[src/sv/lac_pkg.sv]
// Shared constants, command and status types for the linear ADRC controller.
`default_nettype none

package lac_pkg;

   localparam int DATA_W     = 32;
   localparam int GAIN_W     = 48;
   localparam int REG_COUNT  = 8;
   localparam int REG_IDX_W  = 3;
   localparam int CSR_IDX_W  = 4;
   localparam int OUT_LIMIT_DEF = 5;

   // Register indexes; the gain select of a multiply uses the same codes.
   localparam logic [REG_IDX_W-1:0] REG_OBS_GAIN_POS    = 3'd0;
   localparam logic [REG_IDX_W-1:0] REG_OBS_GAIN_RATE   = 3'd1;
   localparam logic [REG_IDX_W-1:0] REG_OBS_GAIN_DIST   = 3'd2;
   localparam logic [REG_IDX_W-1:0] REG_INPUT_GAIN_STEP = 3'd3;
   localparam logic [REG_IDX_W-1:0] REG_TIME_STEP       = 3'd4;
   localparam logic [REG_IDX_W-1:0] REG_PROP_GAIN       = 3'd5;
   localparam logic [REG_IDX_W-1:0] REG_DERIV_GAIN      = 3'd6;
   localparam logic [REG_IDX_W-1:0] REG_INV_PLANT_GAIN  = 3'd7;

   localparam logic signed [GAIN_W-1:0] GAIN_RESET [REG_COUNT] = '{
      48'sd3774873,
      48'sd2831155200,
      48'sd707788800000,
      48'sd2998004,
      48'sd1678,
      48'sd377487360000,
      48'sd5033164800,
      48'sd9389
   };

   // Multiplier operand codes.
   localparam int OPD_W = 3;
   localparam logic [OPD_W-1:0] OPD_RATE = 3'd0;
   localparam logic [OPD_W-1:0] OPD_DIST = 3'd1;
   localparam logic [OPD_W-1:0] OPD_E    = 3'd2;
   localparam logic [OPD_W-1:0] OPD_LAST = 3'd3;
   localparam logic [OPD_W-1:0] OPD_ERR  = 3'd4;
   localparam logic [OPD_W-1:0] OPD_U0   = 3'd5;

   // Accumulator preload codes.
   localparam int ASRC_W = 3;
   localparam logic [ASRC_W-1:0] ASRC_ZERO     = 3'd0;
   localparam logic [ASRC_W-1:0] ASRC_POS      = 3'd1;
   localparam logic [ASRC_W-1:0] ASRC_RATE     = 3'd2;
   localparam logic [ASRC_W-1:0] ASRC_DIST     = 3'd3;
   localparam logic [ASRC_W-1:0] ASRC_NEG_DIST = 3'd4;

   // Write-back destination codes.
   localparam int WB_W = 2;
   localparam logic [WB_W-1:0] WB_POS  = 2'd0;
   localparam logic [WB_W-1:0] WB_RATE = 2'd1;
   localparam logic [WB_W-1:0] WB_DIST = 2'd2;
   localparam logic [WB_W-1:0] WB_U0   = 2'd3;

   typedef struct packed {
      logic                  take;
      logic                  mul_en;
      logic                  mul_hi;
      logic                  mul_neg;
      logic [REG_IDX_W-1:0]  gain_sel;
      logic [OPD_W-1:0]      opnd_sel;
      logic                  acc_load;
      logic [ASRC_W-1:0]     acc_src;
      logic                  wb_en;
      logic [WB_W-1:0]       wb_dst;
      logic                  err_load;
      logic                  finish;
   } lac_cmd_type;

   typedef struct packed {
      logic in_valid;
      logic out_free;
   } lac_status_type;

endpackage

`default_nettype wire

[src/sv/lac_if.sv]
// Handshake channel interfaces for requests, results and register writes.
`default_nettype none

interface lac_req_if;
   logic                                 valid;
   logic                                 ready;
   logic signed [lac_pkg::DATA_W-1:0]    setpoint;
   logic signed [lac_pkg::DATA_W-1:0]    measured;
   modport source (output valid, setpoint, measured, input ready);
   modport sink (input valid, setpoint, measured, output ready);
endinterface

interface lac_rsp_if;
   logic                                 valid;
   logic                                 ready;
   logic signed [lac_pkg::DATA_W-1:0]    drive;
   logic                                 clamped;
   modport source (output valid, drive, clamped, input ready);
   modport sink (input valid, drive, clamped, output ready);
endinterface

interface lac_csr_if;
   logic                                 valid;
   logic                                 ready;
   logic [lac_pkg::CSR_IDX_W-1:0]        index;
   logic [lac_pkg::GAIN_W-1:0]           data;
   modport source (output valid, index, data, input ready);
   modport sink (input valid, index, data, output ready);
endinterface

`default_nettype wire

[src/sv/lac_ctrl.sv]
// Sequencer that steps the shared multiply-accumulate datapath through one item.
`default_nettype none

module lac_ctrl (
   input  wire logic                    clock,
   input  wire logic                    reset,
   input  wire lac_pkg::lac_status_type status,
   output lac_pkg::lac_cmd_type         cmd
);

   localparam logic ST_IDLE = 1'b0;
   localparam logic ST_RUN  = 1'b1;

   localparam int STEP_W = 6;
   // First step of each sum: observer position, rate, disturbance, control sum, drive.
   localparam int S_P  = 0;
   localparam int S_R  = 7;
   localparam int S_D  = 16;
   localparam int S_U0 = 21;
   localparam int S_U  = 28;
   localparam logic [STEP_W-1:0] STEP_LAST = STEP_W'(S_U + 4);

   logic              state_ff, state_in;
   logic [STEP_W-1:0] step_ff, step_in;

   function automatic lac_pkg::lac_cmd_type mul_cmd(
      input logic                            hi,
      input logic [lac_pkg::REG_IDX_W-1:0]   gsel,
      input logic [lac_pkg::OPD_W-1:0]       opnd,
      input logic                            neg
   );
      lac_pkg::lac_cmd_type c;
      c          = '0;
      c.mul_en   = 1'b1;
      c.mul_hi   = hi;
      c.mul_neg  = neg;
      c.gain_sel = gsel;
      c.opnd_sel = opnd;
      return c;
   endfunction

   // Each product takes two passes, high half first. A sum is read once the accumulate
   // stages have drained after its last pass.
   function automatic lac_pkg::lac_cmd_type ucode(input logic [STEP_W-1:0] s);
      lac_pkg::lac_cmd_type c;
      c = '0;
      case (s)
         STEP_W'(S_P + 0): begin
            c = mul_cmd(1'b1, lac_pkg::REG_TIME_STEP, lac_pkg::OPD_RATE, 1'b0);
            c.acc_load = 1'b1;
            c.acc_src  = lac_pkg::ASRC_POS;
         end
         STEP_W'(S_P + 1): c = mul_cmd(1'b0, lac_pkg::REG_TIME_STEP, lac_pkg::OPD_RATE, 1'b0);
         STEP_W'(S_P + 2): c = mul_cmd(1'b1, lac_pkg::REG_OBS_GAIN_POS, lac_pkg::OPD_E, 1'b1);
         STEP_W'(S_P + 3): c = mul_cmd(1'b0, lac_pkg::REG_OBS_GAIN_POS, lac_pkg::OPD_E, 1'b1);
         STEP_W'(S_P + 6): begin
            c.wb_en  = 1'b1;
            c.wb_dst = lac_pkg::WB_POS;
         end
         STEP_W'(S_R + 0): begin
            c = mul_cmd(1'b1, lac_pkg::REG_TIME_STEP, lac_pkg::OPD_DIST, 1'b0);
            c.acc_load = 1'b1;
            c.acc_src  = lac_pkg::ASRC_RATE;
         end
         STEP_W'(S_R + 1): c = mul_cmd(1'b0, lac_pkg::REG_TIME_STEP, lac_pkg::OPD_DIST, 1'b0);
         STEP_W'(S_R + 2): begin
            c = mul_cmd(1'b1, lac_pkg::REG_OBS_GAIN_RATE, lac_pkg::OPD_E, 1'b1);
            // The new position estimate is in place, so the control error can be formed.
            c.err_load = 1'b1;
         end
         STEP_W'(S_R + 3): c = mul_cmd(1'b0, lac_pkg::REG_OBS_GAIN_RATE, lac_pkg::OPD_E, 1'b1);
         STEP_W'(S_R + 4): c = mul_cmd(1'b1, lac_pkg::REG_INPUT_GAIN_STEP, lac_pkg::OPD_LAST,
                                       1'b0);
         STEP_W'(S_R + 5): c = mul_cmd(1'b0, lac_pkg::REG_INPUT_GAIN_STEP, lac_pkg::OPD_LAST,
                                       1'b0);
         STEP_W'(S_R + 8): begin
            c.wb_en  = 1'b1;
            c.wb_dst = lac_pkg::WB_RATE;
         end
         STEP_W'(S_D + 0): begin
            c = mul_cmd(1'b1, lac_pkg::REG_OBS_GAIN_DIST, lac_pkg::OPD_E, 1'b1);
            c.acc_load = 1'b1;
            c.acc_src  = lac_pkg::ASRC_DIST;
         end
         STEP_W'(S_D + 1): c = mul_cmd(1'b0, lac_pkg::REG_OBS_GAIN_DIST, lac_pkg::OPD_E, 1'b1);
         STEP_W'(S_D + 4): begin
            c.wb_en  = 1'b1;
            c.wb_dst = lac_pkg::WB_DIST;
         end
         STEP_W'(S_U0 + 0): begin
            c = mul_cmd(1'b1, lac_pkg::REG_PROP_GAIN, lac_pkg::OPD_ERR, 1'b0);
            c.acc_load = 1'b1;
            c.acc_src  = lac_pkg::ASRC_NEG_DIST;
         end
         STEP_W'(S_U0 + 1): c = mul_cmd(1'b0, lac_pkg::REG_PROP_GAIN, lac_pkg::OPD_ERR, 1'b0);
         STEP_W'(S_U0 + 2): c = mul_cmd(1'b1, lac_pkg::REG_DERIV_GAIN, lac_pkg::OPD_RATE, 1'b1);
         STEP_W'(S_U0 + 3): c = mul_cmd(1'b0, lac_pkg::REG_DERIV_GAIN, lac_pkg::OPD_RATE, 1'b1);
         STEP_W'(S_U0 + 6): begin
            c.wb_en  = 1'b1;
            c.wb_dst = lac_pkg::WB_U0;
         end
         STEP_W'(S_U + 0): begin
            c = mul_cmd(1'b1, lac_pkg::REG_INV_PLANT_GAIN, lac_pkg::OPD_U0, 1'b0);
            c.acc_load = 1'b1;
            c.acc_src  = lac_pkg::ASRC_ZERO;
         end
         STEP_W'(S_U + 1): c = mul_cmd(1'b0, lac_pkg::REG_INV_PLANT_GAIN, lac_pkg::OPD_U0, 1'b0);
         default: c = '0;
      endcase
      return c;
   endfunction

   always_comb begin
      state_in = state_ff;
      step_in  = step_ff;
      cmd      = '0;
      case (state_ff)
         ST_IDLE: begin
            cmd.take = 1'b1;
            if (status.in_valid) begin
               state_in = ST_RUN;
               step_in  = '0;
            end
         end
         ST_RUN: begin
            cmd = ucode(step_ff);
            if (step_ff == STEP_LAST) begin
               // The final step waits here while the previous result is still held.
               if (status.out_free) begin
                  cmd.finish = 1'b1;
                  state_in   = ST_IDLE;
               end
            end else begin
               step_in = step_ff + 1'b1;
            end
         end
         default: state_in = ST_IDLE;
      endcase
   end

   always_ff @(posedge clock) begin
      if (reset) begin
         state_ff <= ST_IDLE;
         step_ff  <= '0;
      end else begin
         state_ff <= state_in;
         step_ff  <= step_in;
      end
   end

endmodule

`default_nettype wire

[src/sv/lac_datapath.sv]
// Observer and control-law datapath around one shared 48 by 17 bit multiplier.
`default_nettype none

module lac_datapath #(
   parameter int OUT_LIMIT = lac_pkg::OUT_LIMIT_DEF
) (
   input  wire logic                 clock,
   input  wire logic                 reset,
   lac_req_if.sink                   req_ch,
   lac_rsp_if.source                 rsp_ch,
   lac_csr_if.sink                   csr_ch,
   input  wire lac_pkg::lac_cmd_type cmd,
   output lac_pkg::lac_status_type   status
);

   localparam int DW     = lac_pkg::DATA_W;
   localparam int GW     = lac_pkg::GAIN_W;
   localparam int HALF_W = DW / 2 + 1;
   localparam int PROD_W = GW + HALF_W;
   localparam int PACC_W = GW + DW;
   localparam int SACC_W = DW + 26;
   localparam logic signed [PACC_W-1:0] ROUND   = PACC_W'(1) <<< 23;
   localparam logic signed [SACC_W-1:0] S32_MAX = (SACC_W'(1) <<< (DW - 1)) - SACC_W'(1);
   localparam logic signed [SACC_W-1:0] S32_MIN = -(SACC_W'(1) <<< (DW - 1));
   localparam logic signed [SACC_W-1:0] LIM     = SACC_W'(OUT_LIMIT) <<< 16;

   function automatic logic signed [DW-1:0] sat32(input logic signed [SACC_W-1:0] x);
      if (x > S32_MAX) begin
         return S32_MAX[DW-1:0];
      end else if (x < S32_MIN) begin
         return S32_MIN[DW-1:0];
      end
      return x[DW-1:0];
   endfunction

   // Configuration registers.
   logic signed [GW-1:0] gain_ff [lac_pkg::REG_COUNT];
   logic signed [GW-1:0] gain_in;
   logic                 csr_wr;

   // Loop state and per-item operands.
   logic signed [DW-1:0] est_position_ff, est_rate_ff, est_disturbance_ff, last_drive_ff;
   logic signed [DW-1:0] setpoint_ff, e_ff, err_ff, u0_ff;
   logic signed [DW-1:0] e_in, err_in, wb_val;
   logic                 req_acc;

   // Multiply and accumulate stages.
   logic signed [DW-1:0]     opnd;
   logic signed [HALF_W-1:0] half;
   logic signed [PROD_W-1:0] prod_ff, prod_in;
   logic                     prod_v_ff, prod_hi_ff, prod_neg_ff;
   logic signed [PACC_W-1:0] pacc_ff, pacc_in, pacc_rnd;
   logic                     pacc_done_ff, pacc_neg_ff;
   logic signed [SACC_W-1:0] sacc_ff, sacc_in, term;

   // Result register.
   logic                 rsp_valid_ff, rsp_valid_in;
   logic signed [DW-1:0] drive_ff, drive_in;
   logic                 clamped_ff, clamped_in;

   assign csr_ch.ready = 1'b1;
   assign csr_wr  = csr_ch.valid && (csr_ch.index < lac_pkg::CSR_IDX_W'(lac_pkg::REG_COUNT));
   // The time step is unsigned, so its top bit always reads as zero.
   assign gain_in = (csr_ch.index[lac_pkg::REG_IDX_W-1:0] == lac_pkg::REG_TIME_STEP)
                    ? {1'b0, csr_ch.data[GW-2:0]} : csr_ch.data;

   always_ff @(posedge clock) begin
      if (reset) begin
         gain_ff <= lac_pkg::GAIN_RESET;
      end else if (csr_wr) begin
         gain_ff[csr_ch.index[lac_pkg::REG_IDX_W-1:0]] <= gain_in;
      end
   end

   assign req_ch.ready = cmd.take;
   assign req_acc      = req_ch.valid && cmd.take;
   assign e_in   = sat32(SACC_W'(est_position_ff) - SACC_W'(req_ch.measured));
   assign err_in = sat32(SACC_W'(setpoint_ff) - SACC_W'(est_position_ff));
   assign wb_val = sat32(sacc_ff);

   always_ff @(posedge clock) begin
      if (req_acc) begin
         setpoint_ff <= req_ch.setpoint;
         e_ff        <= e_in;
      end
      if (cmd.err_load) begin
         err_ff <= err_in;
      end
      if (cmd.wb_en && cmd.wb_dst == lac_pkg::WB_U0) begin
         u0_ff <= wb_val;
      end
   end

   always_ff @(posedge clock) begin
      if (reset) begin
         est_position_ff    <= '0;
         est_rate_ff        <= '0;
         est_disturbance_ff <= '0;
         last_drive_ff      <= '0;
      end else begin
         if (cmd.wb_en) begin
            case (cmd.wb_dst)
               lac_pkg::WB_POS:  est_position_ff    <= wb_val;
               lac_pkg::WB_RATE: est_rate_ff        <= wb_val;
               lac_pkg::WB_DIST: est_disturbance_ff <= wb_val;
               default: ;
            endcase
         end
         if (cmd.finish) begin
            last_drive_ff <= drive_in;
         end
      end
   end

   // Stage one: a gain times the signed high or unsigned low half of an operand.
   always_comb begin
      case (cmd.opnd_sel)
         lac_pkg::OPD_RATE: opnd = est_rate_ff;
         lac_pkg::OPD_DIST: opnd = est_disturbance_ff;
         lac_pkg::OPD_E:    opnd = e_ff;
         lac_pkg::OPD_LAST: opnd = last_drive_ff;
         lac_pkg::OPD_ERR:  opnd = err_ff;
         lac_pkg::OPD_U0:   opnd = u0_ff;
         default:           opnd = '0;
      endcase
      half    = cmd.mul_hi ? {opnd[DW-1], opnd[DW-1:DW/2]} : {1'b0, opnd[DW/2-1:0]};
      prod_in = gain_ff[cmd.gain_sel] * half;
   end

   // Stage two assembles the exact product; stage three rounds it and adds it in.
   assign pacc_in  = prod_hi_ff ? (PACC_W'(prod_ff) <<< (DW / 2))
                                : (pacc_ff + PACC_W'(prod_ff));
   assign pacc_rnd = pacc_ff + ROUND;
   assign term     = SACC_W'(pacc_rnd >>> 24);

   always_comb begin
      sacc_in = sacc_ff;
      if (cmd.acc_load) begin
         case (cmd.acc_src)
            lac_pkg::ASRC_POS:      sacc_in = SACC_W'(est_position_ff);
            lac_pkg::ASRC_RATE:     sacc_in = SACC_W'(est_rate_ff);
            lac_pkg::ASRC_DIST:     sacc_in = SACC_W'(est_disturbance_ff);
            lac_pkg::ASRC_NEG_DIST: sacc_in = -SACC_W'(est_disturbance_ff);
            default:                sacc_in = '0;
         endcase
      end else if (pacc_done_ff) begin
         sacc_in = pacc_neg_ff ? (sacc_ff - term) : (sacc_ff + term);
      end
   end

   always_ff @(posedge clock) begin
      if (reset) begin
         prod_v_ff    <= 1'b0;
         pacc_done_ff <= 1'b0;
      end else begin
         prod_v_ff    <= cmd.mul_en;
         pacc_done_ff <= prod_v_ff && !prod_hi_ff;
      end
   end

   always_ff @(posedge clock) begin
      prod_ff     <= prod_in;
      prod_hi_ff  <= cmd.mul_hi;
      prod_neg_ff <= cmd.mul_neg;
      pacc_neg_ff <= prod_neg_ff;
      if (prod_v_ff) begin
         pacc_ff <= pacc_in;
      end
      sacc_ff <= sacc_in;
   end

   // Output clamp; a value exactly at the limit passes unflagged.
   always_comb begin
      drive_in   = sacc_ff[DW-1:0];
      clamped_in = 1'b0;
      if (sacc_ff > LIM) begin
         drive_in   = LIM[DW-1:0];
         clamped_in = 1'b1;
      end else if (sacc_ff < -LIM) begin
         drive_in   = -LIM[DW-1:0];
         clamped_in = 1'b1;
      end
   end

   assign rsp_valid_in = cmd.finish || (rsp_valid_ff && !rsp_ch.ready);

   always_ff @(posedge clock) begin
      if (reset) begin
         rsp_valid_ff <= 1'b0;
      end else begin
         rsp_valid_ff <= rsp_valid_in;
      end
   end

   always_ff @(posedge clock) begin
      if (cmd.finish) begin
         drive_ff   <= drive_in;
         clamped_ff <= clamped_in;
      end
   end

   assign rsp_ch.valid   = rsp_valid_ff;
   assign rsp_ch.drive   = drive_ff;
   assign rsp_ch.clamped = clamped_ff;

   assign status.in_valid = req_ch.valid;
   assign status.out_free = !rsp_valid_ff || rsp_ch.ready;

endmodule

`default_nettype wire

[src/sv/linear_adrc_controller.sv]
// Linear ADRC controller: extended state observer step and clamped PD drive per item.
//
// Usage. Each item on the req_ch channel carries a setpoint and a measured value in
// signed Q16.16. For every item accepted the block returns exactly one item on
// rsp_ch: the clamped drive in Q16.16 and a flag that is set when the limit acted.
// Gains are written through csr_ch (index 0 to 7 in the register order, 48-bit
// data; other indexes are ignored); csr_ch is always ready and should be written
// only while no item is in flight.
// Timing. An item is accepted in the idle cycle, and the next one only after the
// result of the last has been registered. The pace is set by the one shared 48 by
// 17 bit multiplier: nine gain products, two passes each, plus a drain of the
// accumulate stages at the end of each of the five sums.
// Reset. All gains return to their defaults, the three estimates and the remembered
// drive clear to zero, and no result is pending.
// Stall. A result is held in the output register until rsp_ch.ready; meanwhile the
// next item is accepted and worked on, and it waits at its final step until the
// output register is free.
`default_nettype none

module linear_adrc_controller #(
   parameter int OUT_LIMIT = lac_pkg::OUT_LIMIT_DEF
) (
   input  wire logic  clock,
   input  wire logic  reset,
   lac_req_if.sink    req_ch,
   lac_rsp_if.source  rsp_ch,
   lac_csr_if.sink    csr_ch
);

   lac_pkg::lac_cmd_type    cmd;
   lac_pkg::lac_status_type status;

   lac_ctrl u_ctrl (
      .clock  (clock),
      .reset  (reset),
      .status (status),
      .cmd    (cmd)
   );

   lac_datapath #(
      .OUT_LIMIT (OUT_LIMIT)
   ) u_datapath (
      .clock  (clock),
      .reset  (reset),
      .req_ch (req_ch),
      .rsp_ch (rsp_ch),
      .csr_ch (csr_ch),
      .cmd    (cmd),
      .status (status)
   );

endmodule

`default_nettype wire

[src/flat_wrapper.sv]
// flat-port wrapper written by rule: the top's interface ports become plain ports
module linear_adrc_controller_flat 
#(
   parameter int OUT_LIMIT = lac_pkg::OUT_LIMIT_DEF
)
  (clock, reset, req_ch_valid, req_ch_setpoint, req_ch_measured, req_ch_ready, rsp_ch_valid, rsp_ch_drive, rsp_ch_clamped, rsp_ch_ready, csr_ch_valid, csr_ch_index, csr_ch_data, csr_ch_ready);
  lac_req_if req_ch_i ();
  lac_rsp_if rsp_ch_i ();
  lac_csr_if csr_ch_i ();
  input  wire logic clock;
  input  wire logic reset;
  input wire logic [$bits(req_ch_i.valid)-1:0] req_ch_valid;
  input wire logic [$bits(req_ch_i.setpoint)-1:0] req_ch_setpoint;
  input wire logic [$bits(req_ch_i.measured)-1:0] req_ch_measured;
  output wire logic [$bits(req_ch_i.ready)-1:0] req_ch_ready;
  output wire logic [$bits(rsp_ch_i.valid)-1:0] rsp_ch_valid;
  output wire logic [$bits(rsp_ch_i.drive)-1:0] rsp_ch_drive;
  output wire logic [$bits(rsp_ch_i.clamped)-1:0] rsp_ch_clamped;
  input wire logic [$bits(rsp_ch_i.ready)-1:0] rsp_ch_ready;
  input wire logic [$bits(csr_ch_i.valid)-1:0] csr_ch_valid;
  input wire logic [$bits(csr_ch_i.index)-1:0] csr_ch_index;
  input wire logic [$bits(csr_ch_i.data)-1:0] csr_ch_data;
  output wire logic [$bits(csr_ch_i.ready)-1:0] csr_ch_ready;
  assign req_ch_i.valid = req_ch_valid;
  assign req_ch_i.setpoint = req_ch_setpoint;
  assign req_ch_i.measured = req_ch_measured;
  assign req_ch_ready = req_ch_i.ready;
  assign rsp_ch_valid = rsp_ch_i.valid;
  assign rsp_ch_drive = rsp_ch_i.drive;
  assign rsp_ch_clamped = rsp_ch_i.clamped;
  assign rsp_ch_i.ready = rsp_ch_ready;
  assign csr_ch_i.valid = csr_ch_valid;
  assign csr_ch_i.index = csr_ch_index;
  assign csr_ch_i.data = csr_ch_data;
  assign csr_ch_ready = csr_ch_i.ready;
  linear_adrc_controller #(.OUT_LIMIT(OUT_LIMIT)) u_core (.clock(clock), .reset(reset), .req_ch(req_ch_i), .rsp_ch(rsp_ch_i), .csr_ch(csr_ch_i));
endmodule
[config.mk]
export PLATFORM = sky130hd
export DESIGN_NAME = linear_adrc_controller_flat
export DESIGN_NICKNAME = d
export VERILOG_FILES = /design/src/sv/lac_pkg.sv /design/src/sv/lac_if.sv /design/src/sv/lac_ctrl.sv /design/src/sv/lac_datapath.sv /design/src/sv/linear_adrc_controller.sv /design/src/flat_wrapper.sv
export SDC_FILE = /design/constraint.sdc
export NUM_CORES = 2
export LEC_CHECK = 0
export BUFFER_PORTS_ARGS = -buffer_cell sky130_fd_sc_hd__buf_2
export CORE_MARGIN = 1.5
export CORE_UTILIZATION = 35
export CTS_CLUSTER_SIZE = 25
export DETAILED_ROUTE_END_ITERATION = 16
export GPL_ROUTABILITY_DRIVEN = 0
export GPL_TIMING_DRIVEN = 1
export SLEW_MARGIN = 20
export SYNTH_ARGS = -nofsm -noshare
export SYNTH_HDL_FRONTEND = slang
export SYNTH_SLANG_ARGS = --single-unit
export TNS_END_PERCENT = 20
[constraint.sdc]
create_clock -name clock -period 13.1 [get_ports clock]
set_input_delay 1.31 -clock clock [delete_from_list [all_inputs] [get_ports clock]]
set_output_delay 1.31 -clock clock [all_outputs]
set_load 0.02 [all_outputs]
==> results.cfg <==
[synth]
yosysMostFrequentCell = nand2_1
synth_area_leaders = fa_1 20%, dfxtp_1 15%, edfxtp_1 11%
synth_cells = 9426
synth_top_family_by_area = adder cells
synthAdderAreaFrac = 0.254
syn-num-nets = 10700
ys_warn_count = 0
synthMuxAreaShare = 0.00842
netlist_area_mm2 = 0.0782
async_flop_share = 0
ys_seq_area_frac = 0.266
synth-seq-cells = 889
yosysTopAreaCell = fa_1
syn_area_per_cell_um2 = 8.29
netlist_top_cells_count = 1747 x nand2_1, 995 x inv_1, 765 x fa_1
synthSimpleGateAreaFrac = 0.192
synth_top_area_frac = 0.196
synthXorXnorAreaFrac = 0.0411
ys.flop_type = dfxtp_1
synth_compound_area_frac = 0.157
synth_edf_count = 299
yosysUniqueCellTypes = 95

[pwr]
ir_drop_v = 0.000123
seqPwrFrac = 0.292
p_clk_frac = 0.224
power_switching_uw = 5470
p_comb_frac = 0.484
sw_frac_of_total = 0.434
p_per_area_mw_per_mm2 = 149
leakagePower_uw = 0.0355
p_int_uw = 7130
power_uw = 12600

[place]
post-place-cells = 12100
io_buffer_count = 155
dp_hpwl_mm = 196

[cells_and_area]
stdcell_count = 12200
areaGrowthSynthToFinish_pct = 8.42
drive_gt1_frac = 0.0648
fin_nets = 10400

[global_route]
grt_max_degree = 167
grtUsageTotal = 0.231
antenna_found_initial = 19
grt_pass1_wl_mm = 406
overflow = 0
first_global_vias = 67500

[critical_path]
cp_common_cell = fa_1
slowest_stage = a31oi_1
crit_path_end_kind = flip-flop
setup.worst_path.class = reg -> reg
startpoint_type = flip-flop
crit_arrival_ps = 12710
slowest_delay_ps = 840
cp_data_required_time_ps = 13750
crit_fanout = 58

[clock_network]
numClockSinks = 889
ctsRootBufferMaster = clkbuf_16
post_cts_buffers = 0
clk_latency_ps = 770
cts_hold_buffers = 0
clockBufferDepth = 3
htreeDepth = 3
clkTransAtPathRegs_ps = 70
cts_tree = built
cts_buffers = 95
cts_resized = 0

[drt]
wl_per_cell_um = 21.7
num_vias = 68300
avgViaCountPerCell = 5.58
ant_nets = 0
drt_pre_antenna_iters = 8
drc = 0
routed_wl_mm = 265
drt-initial-drc-count = 7234

[floorplanning]
die_h_um = 476
fp.dieArea_mm2 = 0.226
ioPinCount = 157
rows = 173
die_w_um = 476
core-area_mm2 = 0.222
start_util = 0.352

[sta]
finalSetupViolCount = 0
max-slew-margin-rel = 0.193
min_period_ps = 12060
hold_viol = 0
tightest_slew_ps = 1210
drv_slew = 0
tns_ps = 0
rsz0062_at_grt = no
fmax_ghz = 0.0829
fin_crit_sh = 0.921
finClkSkew_ps = 41.9

[flow_run]
cap_violations = 0

[hold_path]
hold_path_class = reg -> reg

[run_status]
status = finished clean
placed cells by master (no fill, tap or decap), types with 57 or more instances in the layout:
cell type	netlist	routed
nand2_1	1747	1743
inv_1	995	994
fa_1	765	765
nor2_1	751	736
a21oi_1	732	732
dfxtp_1	590	587
ha_1	354	354
edfxtp_1	299	299
o21ai_0	261	254
nand3_1	223	221
xnor2_1	206	206
a21o_1	177	177
xor2_1	158	158
buf_2	50	154
nor3_1	152	147
a221oi_1	126	126
a211oi_1	123	123
buf_4	51	113
clkbuf_16	0	97
nand4_1	89	89
a31oi_1	94	81
nand3b_1	79	79
o21bai_1	63	63
nor2b_1	61	59
mux2i_1	59	59
nand2b_1	59	57
area by class of cell:
cell class | count | area, um^2
Sequential cell | 889 | 20800
Timing Repair Buffer | 275 | 1780
Clock buffer | 136 | 2730
Fill cell | 22600 | 137000
Antenna cell | 7 | 17.5
Clock inverter | 42 | 487
Multi-Input combinational cell | 6919 | 51500
Inverter | 996 | 3740
Tap cell | 2975 | 3720
logic make-up (layout without fill, tap and decap cells):
kind of cell,count (synthesis),after routing
AOI/OAI and AO/OA,1924,1924
xor gates and xnor gates,365,365
adders and majority gates,1129,1129
buffers and inverters,1618,1449
DFF,889,889
muxes,65,65
other,1,8
and+or+nand+nor,3435,3435
flip-flops by register name, summed over array words and instances, names as in the netlist, 6 cells and up:
signal / count
u_core.u_datapath.setpoint_ff: 32
u_core.u_datapath.sacc_ff: 58
u_core.u_datapath.est_position_ff: 32
u_core.u_datapath.gain_ff: 384
u_core.u_datapath.est_rate_ff: 32
u_core.u_ctrl.step_ff: 6
u_core.u_datapath.prod_ff: 65
u_core.u_datapath.rsp_ch.drive: 32
u_core.u_datapath.err_ff: 32
u_core.u_datapath.est_disturbance_ff: 32
u_core.u_datapath.last_drive_ff: 32
u_core.u_datapath.pacc_ff: 80
u_core.u_datapath.e_ff: 32
u_core.u_datapath.u0_ff: 32
worst max-delay path, delay by kind of cell, from the launching register on:
family	cells	cell delay, ps
AOI/OAI and AO/OA	10	3520
buffers and inverters	6	760
xor gates and xnor gates	1	150
and+or+nand+nor	10	3090
adders and majority gates	8	3940
DFF	1	350
worst paths after layout:
kind | start | slack, ps | depth (start not counted) | end
min | u_core.u_datapath.prod_neg_ff | 330 | 0 | u_core.u_datapath.pacc_neg_ff
max reg2reg | u_core.u_ctrl.step_ff[0] | 1040 | 35 | u_core.u_datapath.prod_ff[59]
min reg2reg | u_core.u_datapath.prod_neg_ff | 330 | 0 | u_core.u_datapath.pacc_neg_ff
max | u_core.u_ctrl.step_ff[0] | 1040 | 35 | u_core.u_datapath.prod_ff[59]
power groups by stage:
stage / clock, uW / combinational [uW] / sequential [uW]
2_1_floorplan: 0 / 4470 / 3470
3_3_place_gp: 0 / 5910 / 3720
3_5_place_dp: 0 / 5980 / 3720
4_1_cts: 2880 / 6010 / 3660
5_1_grt: 2970 / 6760 / 3690
6_report: 2820 / 6100 / 3680
stage by stage:
stage               utilization  instance area [um^2]  hold WS, ps  setup slack, ps
finish                    0.382                 84700          328             1040
global route              0.382                 84700          343              398
detailed placement        0.367                 81400          317             1300
floorplan                     -                 78200          310             4090
CTS                       0.381                 84600          331             1280
global placement          0.367                 81400          319             1650
routing by layer:
layer,global-route usage,vias up,wire length [um]
li1,-,30900,-
met1,0.307,33600,111000
met2,0.367,3061,120000
met3,0.0447,589,23100
met4,0.0950,22,11300
met5,0,-,147
Note: power is estimated with default switching activity, not from simulation.
